## src/design/rlte_pkg.sv

```systemverilog
`timescale 1ns / 1ps
// Shared types and constants for the raster line trim encoder.
// No dependencies; every other design file but rlte_ram imports this package.
package rlte_pkg;

  // Default row buffer size in bytes (range 1 to 256)
  localparam int MAX_ROW_BYTES_DEF = 128;

  // Row length field, wide enough for the largest buffer (256)
  localparam int ROW_LEN_W = 9;

  // Result word geometry
  localparam int WORD_BYTES = 8;
  localparam int OWORD_W    = 64;
  localparam int OCNT_W     = 4;

  // Stream constants
  localparam logic [7:0]        RASTER_CHR = 8'h62;           // 'b'
  localparam logic [47:0]       SKIP_CMD   = 48'h00_31_59_72_2A_1B;
  localparam logic [OCNT_W-1:0] SKIP_LEN   = 4'd6;
  localparam logic [OCNT_W-1:0] HDR_LEN    = 4'd3;
  localparam logic [OCNT_W-1:0] FULL_CNT   = 4'd8;

  // One finished row handed from the front to the back
  typedef struct packed {
    logic [ROW_LEN_W-1:0] len;   // bytes up to the last nonzero one
    logic                 ovf;   // row lost bytes
    logic                 bank;  // buffer bank that holds the row
  } row_desc_t;

endpackage

```

## src/design/rlte_if.sv

```systemverilog
`timescale 1ns / 1ps
// Valid/ready channel interfaces for pixel input and packed result output.
// Depends on rlte_pkg.
interface rlte_pixel_if;
  import rlte_pkg::*;
  logic       valid;
  logic       ready;
  logic [7:0] pixel_byte;
  logic       row_end;

  modport source (output valid, output pixel_byte, output row_end, input ready);
  modport sink   (input valid, input pixel_byte, input row_end, output ready);
endinterface

interface rlte_word_if;
  import rlte_pkg::*;
  logic               valid;
  logic               ready;
  logic [OWORD_W-1:0] out_word;
  logic [OCNT_W-1:0]  out_count;
  logic               last_of_row;
  logic               overflow;

  modport source (output valid, output out_word, output out_count, output last_of_row,
                  output overflow, input ready);
  modport sink   (input valid, input out_word, input out_count, input last_of_row,
                  input overflow, output ready);
endinterface

```

## src/design/rlte_ram.sv

```systemverilog
`timescale 1ns / 1ps
// Generic simple dual-port RAM: one write port, one registered read port.
// No dependencies.
module rlte_ram #(
  parameter int WIDTH = 8,
  parameter int DEPTH = 256
) (
  input  logic                     clk,
  input  logic                     wr_en,
  input  logic [$clog2(DEPTH)-1:0] wr_addr,
  input  logic [WIDTH-1:0]         wr_data,
  input  logic                     rd_en,
  input  logic [$clog2(DEPTH)-1:0] rd_addr,
  output logic [WIDTH-1:0]         rd_data
);

  logic [WIDTH-1:0] mem [DEPTH];

  // Write, and register the read data
  always_ff @(posedge clk) begin
    if (wr_en) begin
      mem[wr_addr] <= wr_data;
    end
    if (rd_en) begin
      rd_data <= mem[rd_addr];
    end
  end

endmodule

```

## src/design/rlte_front.sv

```systemverilog
`timescale 1ns / 1ps
// Front end: accepts pixel beats, stores them in the row bank, tracks trim length.
// Depends on rlte_pkg and rlte_pixel_if.
module rlte_front #(
  parameter int MAX_ROW_BYTES = rlte_pkg::MAX_ROW_BYTES_DEF,
  parameter int ADDR_W        = 8
) (
  input  logic                  clk,
  input  logic                  rst_n,
  rlte_pixel_if.sink            in_ch,
  output logic                  ram_wr_en,
  output logic [ADDR_W-1:0]     ram_wr_addr,
  output logic [7:0]            ram_wr_data,
  input  logic                  q_full,
  output logic                  q_push,
  output rlte_pkg::row_desc_t   q_desc
);
  import rlte_pkg::*;

  localparam int LEN_W = $clog2(MAX_ROW_BYTES + 1);
  localparam int IDX_W = ADDR_W - 1;
  localparam logic [LEN_W-1:0] MAX_LEN = LEN_W'(MAX_ROW_BYTES);

  logic [LEN_W-1:0] cnt_r, cnt_nxt;
  logic [LEN_W-1:0] lnz_r, lnz_nxt;
  logic             ovf_r, ovf_nxt;
  logic             bank_r, bank_nxt;

  logic             accept;
  logic             room;
  logic [LEN_W-1:0] cnt_inc;
  logic [LEN_W-1:0] lnz_upd;
  logic             ovf_upd;

  // A bank is free whenever the queue has space
  assign in_ch.ready = !q_full;
  assign accept      = in_ch.valid && in_ch.ready;
  assign room        = cnt_r < MAX_LEN;
  assign cnt_inc     = cnt_r + LEN_W'(1);

  // Store the beat if the row still fits
  assign ram_wr_en   = accept && room;
  assign ram_wr_addr = {bank_r, cnt_r[IDX_W-1:0]};
  assign ram_wr_data = in_ch.pixel_byte;

  // Track end of last nonzero byte and dropped bytes
  assign lnz_upd = (accept && room && (in_ch.pixel_byte != 8'd0)) ? cnt_inc : lnz_r;
  assign ovf_upd = ovf_r | (accept && !room);

  // Hand the finished row to the back end
  assign q_push      = accept && in_ch.row_end;
  assign q_desc.len  = ROW_LEN_W'(lnz_upd);
  assign q_desc.ovf  = ovf_upd;
  assign q_desc.bank = bank_r;

  always_comb begin
    cnt_nxt  = cnt_r;
    lnz_nxt  = lnz_r;
    ovf_nxt  = ovf_r;
    bank_nxt = bank_r;
    if (q_push) begin
      cnt_nxt  = '0;
      lnz_nxt  = '0;
      ovf_nxt  = 1'b0;
      bank_nxt = !bank_r;
    end else if (accept) begin
      cnt_nxt = room ? cnt_inc : cnt_r;
      lnz_nxt = lnz_upd;
      ovf_nxt = ovf_upd;
    end
  end

  always_ff @(posedge clk) begin
    if (!rst_n) begin
      cnt_r  <= '0;
      lnz_r  <= '0;
      ovf_r  <= 1'b0;
      bank_r <= 1'b0;
    end else begin
      cnt_r  <= cnt_nxt;
      lnz_r  <= lnz_nxt;
      ovf_r  <= ovf_nxt;
      bank_r <= bank_nxt;
    end
  end

endmodule

```

## src/design/rlte_row_queue.sv

```systemverilog
`timescale 1ns / 1ps
// Two-entry queue of finished row descriptors between front and back.
// Depends on rlte_pkg. An entry stays at the head until the row's last beat is loaded.
module rlte_row_queue (
  input  logic                clk,
  input  logic                rst_n,
  input  logic                push,
  input  rlte_pkg::row_desc_t push_desc,
  input  logic                pop,
  output logic                full,
  output logic                head_valid,
  output rlte_pkg::row_desc_t head_desc
);
  import rlte_pkg::*;

  row_desc_t  slot_r [2];
  logic       wr_ptr_r, rd_ptr_r;
  logic [1:0] cnt_r, cnt_nxt;

  assign full       = cnt_r == 2'd2;
  assign head_valid = cnt_r != 2'd0;
  assign head_desc  = slot_r[rd_ptr_r];

  always_comb begin
    cnt_nxt = cnt_r;
    if (push && !pop) begin
      cnt_nxt = cnt_r + 2'd1;
    end else if (pop && !push) begin
      cnt_nxt = cnt_r - 2'd1;
    end
  end

  // Store pushed descriptors
  always_ff @(posedge clk) begin
    if (push) begin
      slot_r[wr_ptr_r] <= push_desc;
    end
  end

  // Advance pointers and occupancy
  always_ff @(posedge clk) begin
    if (!rst_n) begin
      wr_ptr_r <= 1'b0;
      rd_ptr_r <= 1'b0;
      cnt_r    <= '0;
    end else begin
      if (push) begin
        wr_ptr_r <= !wr_ptr_r;
      end
      if (pop) begin
        rd_ptr_r <= !rd_ptr_r;
      end
      cnt_r <= cnt_nxt;
    end
  end

endmodule

```

## src/design/rlte_back.sv

```systemverilog
`timescale 1ns / 1ps
// Back end: reads a row one byte a cycle unless the beat is full, packs header and data
// into 8-byte result beats or sends the skip-line command; uses rlte_pkg, rlte_word_if.
module rlte_back #(
  parameter int MAX_ROW_BYTES = rlte_pkg::MAX_ROW_BYTES_DEF,
  parameter int ADDR_W        = 8
) (
  input  logic                clk,
  input  logic                rst_n,
  input  logic                q_valid,
  input  rlte_pkg::row_desc_t q_desc,
  output logic                q_pop,
  output logic                ram_rd_en,
  output logic [ADDR_W-1:0]   ram_rd_addr,
  input  logic [7:0]          ram_rd_data,
  rlte_word_if.source         out_ch
);
  import rlte_pkg::*;

  localparam int LEN_W = $clog2(MAX_ROW_BYTES + 1);
  localparam int IDX_W = ADDR_W - 1;

  localparam logic ST_IDLE = 1'b0;
  localparam logic ST_DATA = 1'b1;

  logic               state_r, state_nxt;
  logic [LEN_W-1:0]   rd_ptr_r, rd_ptr_nxt;
  logic               rd_pend_r;
  logic [OWORD_W-1:0] acc_r, acc_nxt;
  logic [OCNT_W-1:0]  acc_cnt_r, acc_cnt_nxt;

  logic               out_valid_r, out_valid_nxt;
  logic [OWORD_W-1:0] out_word_r, out_word_nxt;
  logic [OCNT_W-1:0]  out_cnt_r, out_cnt_nxt;
  logic               out_last_r, out_last_nxt;
  logic               out_ovf_r, out_ovf_nxt;

  logic [LEN_W-1:0]   row_len;
  logic [15:0]        len16;
  logic               can_load;
  logic               done_all;
  logic               flush;
  logic               skip_load;
  logic               start;
  logic [OWORD_W-1:0] acc0;
  logic [OCNT_W-1:0]  cnt0;
  logic [OWORD_W-1:0] acc_ins;
  logic [OCNT_W-1:0]  cnt_ins;
  logic               issue;

  assign row_len  = LEN_W'(q_desc.len);
  assign len16    = 16'(q_desc.len);
  assign can_load = !out_valid_r || out_ch.ready;

  // Row end: all bytes read and none in flight
  assign done_all  = (rd_ptr_r == row_len) && !rd_pend_r;
  assign flush     = (state_r == ST_DATA) && can_load &&
                     ((acc_cnt_r == FULL_CNT) || done_all);
  assign skip_load = (state_r == ST_IDLE) && q_valid && (row_len == '0) && can_load;
  assign start     = (state_r == ST_IDLE) && q_valid && (row_len != '0);
  assign q_pop     = skip_load || (flush && done_all);

  // Pack: drop flushed bytes, then append the byte returned by the RAM
  assign acc0    = flush ? '0 : acc_r;
  assign cnt0    = flush ? '0 : acc_cnt_r;
  assign acc_ins = rd_pend_r ? (acc0 | (OWORD_W'(ram_rd_data) << {cnt0[2:0], 3'b000}))
                             : acc0;
  assign cnt_ins = cnt0 + OCNT_W'(rd_pend_r);

  // Read only when the byte will find room next cycle
  assign issue       = (state_r == ST_DATA) && (rd_ptr_r != row_len) &&
                       (cnt_ins != FULL_CNT);
  assign ram_rd_en   = issue;
  assign ram_rd_addr = {q_desc.bank, rd_ptr_r[IDX_W-1:0]};

  always_comb begin
    state_nxt   = state_r;
    rd_ptr_nxt  = rd_ptr_r;
    acc_nxt     = acc_r;
    acc_cnt_nxt = acc_cnt_r;
    case (state_r)
      ST_IDLE: begin
        if (start) begin
          acc_nxt     = {40'd0, len16[15:8], len16[7:0], RASTER_CHR};
          acc_cnt_nxt = HDR_LEN;
          rd_ptr_nxt  = '0;
          state_nxt   = ST_DATA;
        end
      end
      ST_DATA: begin
        acc_nxt     = acc_ins;
        acc_cnt_nxt = cnt_ins;
        if (issue) begin
          rd_ptr_nxt = rd_ptr_r + LEN_W'(1);
        end
        if (flush && done_all) begin
          state_nxt = ST_IDLE;
        end
      end
      default: begin
        state_nxt = ST_IDLE;
      end
    endcase
  end

  // Output register: load a beat, or hold until taken
  always_comb begin
    out_valid_nxt = out_valid_r;
    out_word_nxt  = out_word_r;
    out_cnt_nxt   = out_cnt_r;
    out_last_nxt  = out_last_r;
    out_ovf_nxt   = out_ovf_r;
    if (skip_load) begin
      out_valid_nxt = 1'b1;
      out_word_nxt  = OWORD_W'(SKIP_CMD);
      out_cnt_nxt   = SKIP_LEN;
      out_last_nxt  = 1'b1;
      out_ovf_nxt   = q_desc.ovf;
    end else if (flush) begin
      out_valid_nxt = 1'b1;
      out_word_nxt  = acc_r;
      out_cnt_nxt   = acc_cnt_r;
      out_last_nxt  = done_all;
      out_ovf_nxt   = q_desc.ovf;
    end else if (out_ch.ready) begin
      out_valid_nxt = 1'b0;
    end
  end

  always_ff @(posedge clk) begin
    if (!rst_n) begin
      state_r     <= ST_IDLE;
      rd_pend_r   <= 1'b0;
      acc_cnt_r   <= '0;
      out_valid_r <= 1'b0;
    end else begin
      state_r     <= state_nxt;
      rd_pend_r   <= issue;
      acc_cnt_r   <= acc_cnt_nxt;
      out_valid_r <= out_valid_nxt;
    end
  end

  always_ff @(posedge clk) begin
    rd_ptr_r   <= rd_ptr_nxt;
    acc_r      <= acc_nxt;
    out_word_r <= out_word_nxt;
    out_cnt_r  <= out_cnt_nxt;
    out_last_r <= out_last_nxt;
    out_ovf_r  <= out_ovf_nxt;
  end

  assign out_ch.valid       = out_valid_r;
  assign out_ch.out_word    = out_word_r;
  assign out_ch.out_count   = out_cnt_r;
  assign out_ch.last_of_row = out_last_r;
  assign out_ch.overflow    = out_ovf_r;

endmodule

```

## src/design/raster_line_trim_encoder.sv

```systemverilog
`timescale 1ns / 1ps
// Top level of the raster line trim encoder: front, row queue, back, row RAM.
// Depends on rlte_pkg, rlte_if, rlte_ram, rlte_front, rlte_row_queue, rlte_back.
//
//  Channel  Dir  Handshake     Beat contents
//  in_ch    in   valid/ready   pixel_byte, row_end
//  out_ch   out  valid/ready   out_word, out_count, last_of_row, overflow
//
// The front takes one pixel beat per cycle while in_ch.ready is high and writes it to
// one of two row banks. The back reads a row one byte a cycle through the single RAM
// read port while its result beat has room and out_ch is not stalled. A row can fill
// one bank while the back drains the other; in_ch.ready drops while both banks hold
// rows whose last beat has not yet been packed.
// Reset is synchronous and clears control state; no clearing pass over the RAM.
// A stalled result holds in the output register while the front keeps accepting.
module raster_line_trim_encoder #(
  parameter int MAX_ROW_BYTES = rlte_pkg::MAX_ROW_BYTES_DEF
) (
  input  logic         clk,
  input  logic         rst_n,
  rlte_pixel_if.sink   in_ch,
  rlte_word_if.source  out_ch
);
  import rlte_pkg::*;

  localparam int IDX_W  = (MAX_ROW_BYTES > 1) ? $clog2(MAX_ROW_BYTES) : 1;
  localparam int ADDR_W = IDX_W + 1;
  localparam int DEPTH  = 2 ** ADDR_W;

  logic              wr_en;
  logic [ADDR_W-1:0] wr_addr;
  logic [7:0]        wr_data;
  logic              rd_en;
  logic [ADDR_W-1:0] rd_addr;
  logic [7:0]        rd_data;
  logic              q_full;
  logic              q_push;
  logic              q_pop;
  logic              q_valid;
  row_desc_t         push_desc;
  row_desc_t         head_desc;

  rlte_front #(
    .MAX_ROW_BYTES (MAX_ROW_BYTES),
    .ADDR_W        (ADDR_W)
  ) u_front (
    .clk         (clk),
    .rst_n       (rst_n),
    .in_ch       (in_ch),
    .ram_wr_en   (wr_en),
    .ram_wr_addr (wr_addr),
    .ram_wr_data (wr_data),
    .q_full      (q_full),
    .q_push      (q_push),
    .q_desc      (push_desc)
  );

  rlte_row_queue u_queue (
    .clk        (clk),
    .rst_n      (rst_n),
    .push       (q_push),
    .push_desc  (push_desc),
    .pop        (q_pop),
    .full       (q_full),
    .head_valid (q_valid),
    .head_desc  (head_desc)
  );

  rlte_ram #(
    .WIDTH (8),
    .DEPTH (DEPTH)
  ) u_row_ram (
    .clk     (clk),
    .wr_en   (wr_en),
    .wr_addr (wr_addr),
    .wr_data (wr_data),
    .rd_en   (rd_en),
    .rd_addr (rd_addr),
    .rd_data (rd_data)
  );

  rlte_back #(
    .MAX_ROW_BYTES (MAX_ROW_BYTES),
    .ADDR_W        (ADDR_W)
  ) u_back (
    .clk         (clk),
    .rst_n       (rst_n),
    .q_valid     (q_valid),
    .q_desc      (head_desc),
    .q_pop       (q_pop),
    .ram_rd_en   (rd_en),
    .ram_rd_addr (rd_addr),
    .ram_rd_data (rd_data),
    .out_ch      (out_ch)
  );

endmodule

```

## src/flat_wrapper.sv

```systemverilog
// flat-port wrapper written by rule: the top's interface ports become plain ports
module raster_line_trim_encoder_flat import rlte_pkg::*;
#(
  parameter int MAX_ROW_BYTES = rlte_pkg::MAX_ROW_BYTES_DEF
)
  (clk, rst_n, in_ch_valid, in_ch_pixel_byte, in_ch_row_end, in_ch_ready, out_ch_valid, out_ch_out_word, out_ch_out_count, out_ch_last_of_row, out_ch_overflow, out_ch_ready);
  rlte_pixel_if in_ch_i ();
  rlte_word_if out_ch_i ();
  input  logic clk;
  input  logic rst_n;
  input wire logic [$bits(in_ch_i.valid)-1:0] in_ch_valid;
  input wire logic [$bits(in_ch_i.pixel_byte)-1:0] in_ch_pixel_byte;
  input wire logic [$bits(in_ch_i.row_end)-1:0] in_ch_row_end;
  output wire logic [$bits(in_ch_i.ready)-1:0] in_ch_ready;
  output wire logic [$bits(out_ch_i.valid)-1:0] out_ch_valid;
  output wire logic [$bits(out_ch_i.out_word)-1:0] out_ch_out_word;
  output wire logic [$bits(out_ch_i.out_count)-1:0] out_ch_out_count;
  output wire logic [$bits(out_ch_i.last_of_row)-1:0] out_ch_last_of_row;
  output wire logic [$bits(out_ch_i.overflow)-1:0] out_ch_overflow;
  input wire logic [$bits(out_ch_i.ready)-1:0] out_ch_ready;
  assign in_ch_i.valid = in_ch_valid;
  assign in_ch_i.pixel_byte = in_ch_pixel_byte;
  assign in_ch_i.row_end = in_ch_row_end;
  assign in_ch_ready = in_ch_i.ready;
  assign out_ch_valid = out_ch_i.valid;
  assign out_ch_out_word = out_ch_i.out_word;
  assign out_ch_out_count = out_ch_i.out_count;
  assign out_ch_last_of_row = out_ch_i.last_of_row;
  assign out_ch_overflow = out_ch_i.overflow;
  assign out_ch_i.ready = out_ch_ready;
  raster_line_trim_encoder #(.MAX_ROW_BYTES(MAX_ROW_BYTES)) u_core (.clk(clk), .rst_n(rst_n), .in_ch(in_ch_i), .out_ch(out_ch_i));
endmodule
```

## config.mk

```make
export PLATFORM = sky130hd
export DESIGN_NAME = raster_line_trim_encoder_flat
export DESIGN_NICKNAME = d
export VERILOG_FILES = /design/src/design/rlte_pkg.sv /design/src/design/rlte_if.sv /design/src/design/rlte_ram.sv /design/src/design/rlte_front.sv /design/src/design/rlte_row_queue.sv /design/src/design/rlte_back.sv /design/src/design/raster_line_trim_encoder.sv /design/src/flat_wrapper.sv
export SDC_FILE = /design/constraint.sdc
export NUM_CORES = 2
export LEC_CHECK = 0
export BUFFER_PORTS_ARGS = -buffer_cell sky130_fd_sc_hd__buf_4
export CORE_ASPECT_RATIO = 1.25
export CORE_UTILIZATION = 51
export CTS_CLUSTER_DIAMETER = 150
export DETAILED_ROUTE_END_ITERATION = 8
export PLACE_DENSITY = 0.7
export RECOVER_POWER = 50
export SLEW_MARGIN = 20
export SYNTH_ARGS = -nofsm -noshare
export SYNTH_HDL_FRONTEND = slang
export SYNTH_SLANG_ARGS = --single-unit
export TNS_END_PERCENT = 5
```

## constraint.sdc

```tcl
create_clock -name clk -period 4.9 [get_ports clk]
set_clock_uncertainty 0.2 [all_clocks]
set_input_delay 0.735 -clock clk [delete_from_list [all_inputs] [get_ports clk]]
set_output_delay 0.735 -clock clk [all_outputs]
set_load 0.02 [all_outputs]
```

==> summary.log <==
[setup_path] chain of cells forming the critical path clkbuf_2 > clkbuf_2 > clkbuf_4
[sta] Least-Margin Pin Slew 3.633 ns
[final_layout] post-layout instance count excluding filler cells 7126
[place] placed wire-length estimate after detailed placement 145.5 mm
[logic_synthesis] number of synthesized register bits 2248
[global_routing] aggregate global-route resource usage 27.19%
[place] count of placed standard cells including taps 6751
[clocking] PostCTS Resize Cnt 0
[logic_synthesis] count of distinct cell types in the synthesized netlist 70
[final_layout] layout cells sized above 1 19.67%
[clocking] TritonCTS Sinks 2248
[sta] setup TNS 0 ns
[logic_synthesis] top cells by count, synth sky130_fd_sc_hd__edfxtp_1, sky130_fd_sc_hd__mux4_2, sky130_fd_sc_hd__nor2_1, sky130_fd_sc_hd__mux2i_1, sky130_fd_sc_hd__nand2_1
[setup_path] endpoint arrival time on the critical path 4.95 ns
[final_layout] design area 97740 um2
[routing] routed length on met1 84.98 mm
[logic_synthesis] most used flip-flop cell after synthesis sky130_fd_sc_hd__edfxtp_1
[sta] Hold Fails Final Rpt 0
[pwr] power per standard cell area 454.5 nW/um2
[logic_synthesis] most numerous cell in the Yosys netlist sky130_fd_sc_hd__edfxtp_1
[clocking] Worst-Skew Late Latency 0.86 ns
[setup_path] timing startpoint of the critical path in_ch_pixel_byte[4]
[setup_path] Worst Path Max Fanout 118
[logic_synthesis] net count after synthesis 4532
[pwr] Max rail drop VDD 434.5 uV
[setup_path] Worst setup EP type flip-flop
[setup_path] cell repeated most along the worst path sky130_fd_sc_hd__clkbuf_2
[setup_path] Worst setup endpoint u_core.u_row_ram.mem[124][4]$_DFFE_PP_
[place] port bufs 84
[routing] count of routing violations after the opening detailed-route iteration 6117
[clocking] Root Buffer sky130_fd_sc_hd__clkbuf_16
[pwr] static leakage power 0.03130 uW
[logic_synthesis] Synthesis Warnings 0
[final_layout] Area growth syn-to-layout 11.68%
[routing] DRC errors left 1
[sta] ratio of final minimum period to clock period 94.50%
[routing] top routing layer used met5
[routing] Met3 Routed Length 21.98 mm
[setup_path] CP Data Required Time 5.22 ns
[setup_path] standard cell with the maximum stage delay on the critical path sky130_fd_sc_hd__clkbuf_2
[flow_run] MaxCap Viol Count 15
[clocking] largest buffer count on any clock path 3
[clocking] CTS H-tree depth 4
[floorplan] starting density of the core 51.48%
[floorplan] boundary pin count 85
[global_routing] initial antenna violation count 8
[logic_synthesis] number of flops mapped to enable cells by yosys 2149
[setup_path] critical path startpoint category input port
[clocking] setup repair bufs after CTS 0
[routing] number of search-and-repair iterations in the first detailed-routing pass 9
[logic_synthesis] sequential share of the synthesized area 76.00%
[final_layout] number of nets in the layout 4751
[logic_synthesis] area share of the largest cell type after synthesis 73.74%
[sta] unrepaired setup endpoints after global routing false
[global_routing] vias in the first global route 45.59k
[routing] total length of routed wires 235.1 mm
[setup_path] length in cells of the worst reg-to-reg path 11
[floorplan] standard-cell rows 169
[clocking] clock buffers created by TritonCTS 197
[place] cell area after placement 91730 um2
[logic_synthesis] average cell area after synthesis 19.40 um2
[clocking] Clock Pin Slew Worst Setup and Hold Paths 0.06 ns
[clocking] TritonCTS clock tree done
[logic_synthesis] cell accounting for the most synthesized area sky130_fd_sc_hd__edfxtp_1
[setup_path] critical setup path kind in2reg
[routing] average detailed-routed wire length per instance 32.98 um
[sta] relative max-transition margin -142.2%
[logic_synthesis] cell count after synthesis 4511
[status] violated checks design-rule violations, max-capacitance violations, max-slew violations
[routing] post-route ant nets 0
[setup_path] worst reg2reg setup slack 0.35 ns
[setup_path] reg-to-reg critical path endpoint u_core.u_back.rd_ptr_r[7]$_SDFFCE_PN0P_
[global_routing] maximum number of pins on one net before global-route repair 174
[sta] count of final max-slew check failures 1475
[sta] Max Clock Freq 216.0 MHz
[pwr] Total Power 44420 uW
[status] outcome complete, but fails checks
[sta] final number of setup-violating endpoints 0
[global_routing] final global-route overflow total 0
[routing] wire length on met2 114.3 mm
[min_path] class of the tightest hold or removal check in2reg
[floorplan] die area 173300 um2
[logic_synthesis] area of the mapped netlist 87520 um2
[global_routing] global-route wire length before repair 333.0 mm
[floorplan] Die X 372.5 um
[place] final RePlAce weighted congestion 0.9103
[routing] DR vias/cell 6.551
[setup_path] worst stage delay on the critical path 1.85 ns
[routing] vias post-DR 46.68k
[logic_synthesis] leading post-synthesis cells by cell area sky130_fd_sc_hd__edfxtp_1, sky130_fd_sc_hd__mux4_2, sky130_fd_sc_hd__mux2i_1, sky130_fd_sc_hd__dfxtp_1, sky130_fd_sc_hd__nor2_1
[logic_synthesis] proportion of register bits with asynchronous set or reset after synthesis 0%
[sta] shortest period the worst path allows 4.630 ns
[floorplan] die height 465.1 um
[floorplan] Core ar. 170000 um2
[min_path] worst hold path depth 3
kinds of logic after synthesis:
family,after synthesis,synth area share [%]
flip-flops,2248,76.00
buffers and inverters,290,1.543
AND/OR/NAND/NOR,717,3.547
multiplexers,735,14.50
XOR/XNOR,30,0.3002
adder cells (fa/ha/maj),8,0.1144
AO/OA/AOI/OAI,483,3.992
worst max-delay path: cells and delay by family:
kind                   cells  cell delay, ns
buffers and inverters      3            3.96
worst min path at each step:
stage	slack (ns)	from	end
floorplan	0.22	u_core.u_front.bank_r$_SDFFE_PN0P_	u_core.u_queue.slot_r[0][0]$_DFFE_PP_
global placement	0.26	u_core.u_back.out_ch.out_word[32]$_SDFFE_PP1P_	u_core.u_back.out_ch.out_word[32]$_SDFFE_PP1P_
detailed placement	0.27	u_core.u_back.out_ch.out_word[36]$_SDFFE_PP1P_	u_core.u_back.out_ch.out_word[36]$_SDFFE_PP1P_
CTS	0.09	out_ch_ready	u_core.u_back.out_ch.valid$_SDFFE_PN0P_
global route	0.14	out_ch_ready	u_core.u_back.out_ch.valid$_SDFFE_PN0P_
finish	0.12	out_ch_ready	u_core.u_back.out_ch.valid$_SDFFE_PN0P_
layout by cell type (no fill, tap or decap), types with 12 or more instances in the layout:
cell                        synthesis  layout
sky130_fd_sc_hd__a21oi_1           78      78
sky130_fd_sc_hd__a221oi_1          41      41
sky130_fd_sc_hd__a22o_1            42      42
sky130_fd_sc_hd__a22oi_1          124     124
sky130_fd_sc_hd__a31oi_1           13      12
sky130_fd_sc_hd__and2_1            14      12
sky130_fd_sc_hd__buf_12             0      26
sky130_fd_sc_hd__buf_4             28     160
sky130_fd_sc_hd__bufinv_16          0      16
sky130_fd_sc_hd__clkbuf_1         133     133
sky130_fd_sc_hd__clkbuf_16          0     207
sky130_fd_sc_hd__clkbuf_2           0      13
sky130_fd_sc_hd__clkinv_1           2      45
sky130_fd_sc_hd__clkinv_2           0      38
sky130_fd_sc_hd__dfxtp_1           99      99
sky130_fd_sc_hd__edfxtp_1        2149    2149
sky130_fd_sc_hd__mux2_2            24      23
sky130_fd_sc_hd__mux2i_1          287     287
sky130_fd_sc_hd__mux4_2           424     424
sky130_fd_sc_hd__nand2_1          138     134
sky130_fd_sc_hd__nand2b_1          15      15
sky130_fd_sc_hd__nand3_1           58      58
sky130_fd_sc_hd__nand4_1           15      15
sky130_fd_sc_hd__nor2_1           396     394
sky130_fd_sc_hd__nor2b_1           23      19
sky130_fd_sc_hd__o21ai_0           48      48
sky130_fd_sc_hd__o221ai_1          32      32
sky130_fd_sc_hd__o22ai_1           21      21
sky130_fd_sc_hd__xnor2_1           18      18
sky130_fd_sc_hd__xor2_1            12      12
sequential cells by signal, summed over array words and instances, names as in the netlist, 8 cells and up, named ones only:
signal                         count
u_core.u_row_ram.rd_data           8
u_core.u_front.cnt_r               8
u_core.u_back.rd_ptr_r             8
u_core.u_front.lnz_r               8
u_core.u_back.acc_r               64
u_core.u_row_ram.mem            2048
u_core.u_queue.slot_r             20
u_core.u_back.out_ch.out_word     64
layout make-up:
cell class | count | area (um2)
antenna | 1 | 2.502
clock buffer | 256 | 5434
clock inverter | 115 | 1025
fill | 12339 | 72270
inverter | 11 | 42.54
multi-input combinational | 1973 | 19730
sequential | 2248 | 66510
tap | 2223 | 2781
timing repair buffer | 299 | 2210
report_power, final:
| part | switching, uW | total (uW) | leakage (uW) | internal (uW) |
|---|---|---|---|---|
| registers | 258 | 21600 | 0.0202 | 21400 |
| clock network | 6910 | 15600 | 0.00315 | 8680 |
| logic | 4570 | 7190 | 0.00796 | 2620 |
metrics by stage:
stage | hold WS, ns | utilization (%) | setup WS, ns
floorplan | 0.2237 | - | 0.9401
finish | 0.1235 | 57.49 | 0.2696
CTS | 0.08642 | 57.77 | 0.3839
detailed placement | 0.2747 | 53.95 | 0.3985
global route | 0.1357 | 57.49 | 0.1311
global placement | 0.2614 | 53.95 | 0.4809
timing repair:
action | 4_1_cts | 5_1_grt
setup endpoints to repair | 0 | 0
hold buffers | 3 | 0
endpoints found under the hold margin | 14 | 0
metal layers:
layer / vias up / track usage (%)
li1: 18880 / -
met1: 24360 / 35.46
met2: 2846 / 43.34
met3: 593 / 5.447
met4: 4 / 14.22
met5: - / 0
(Power assumes the default switching activity.)
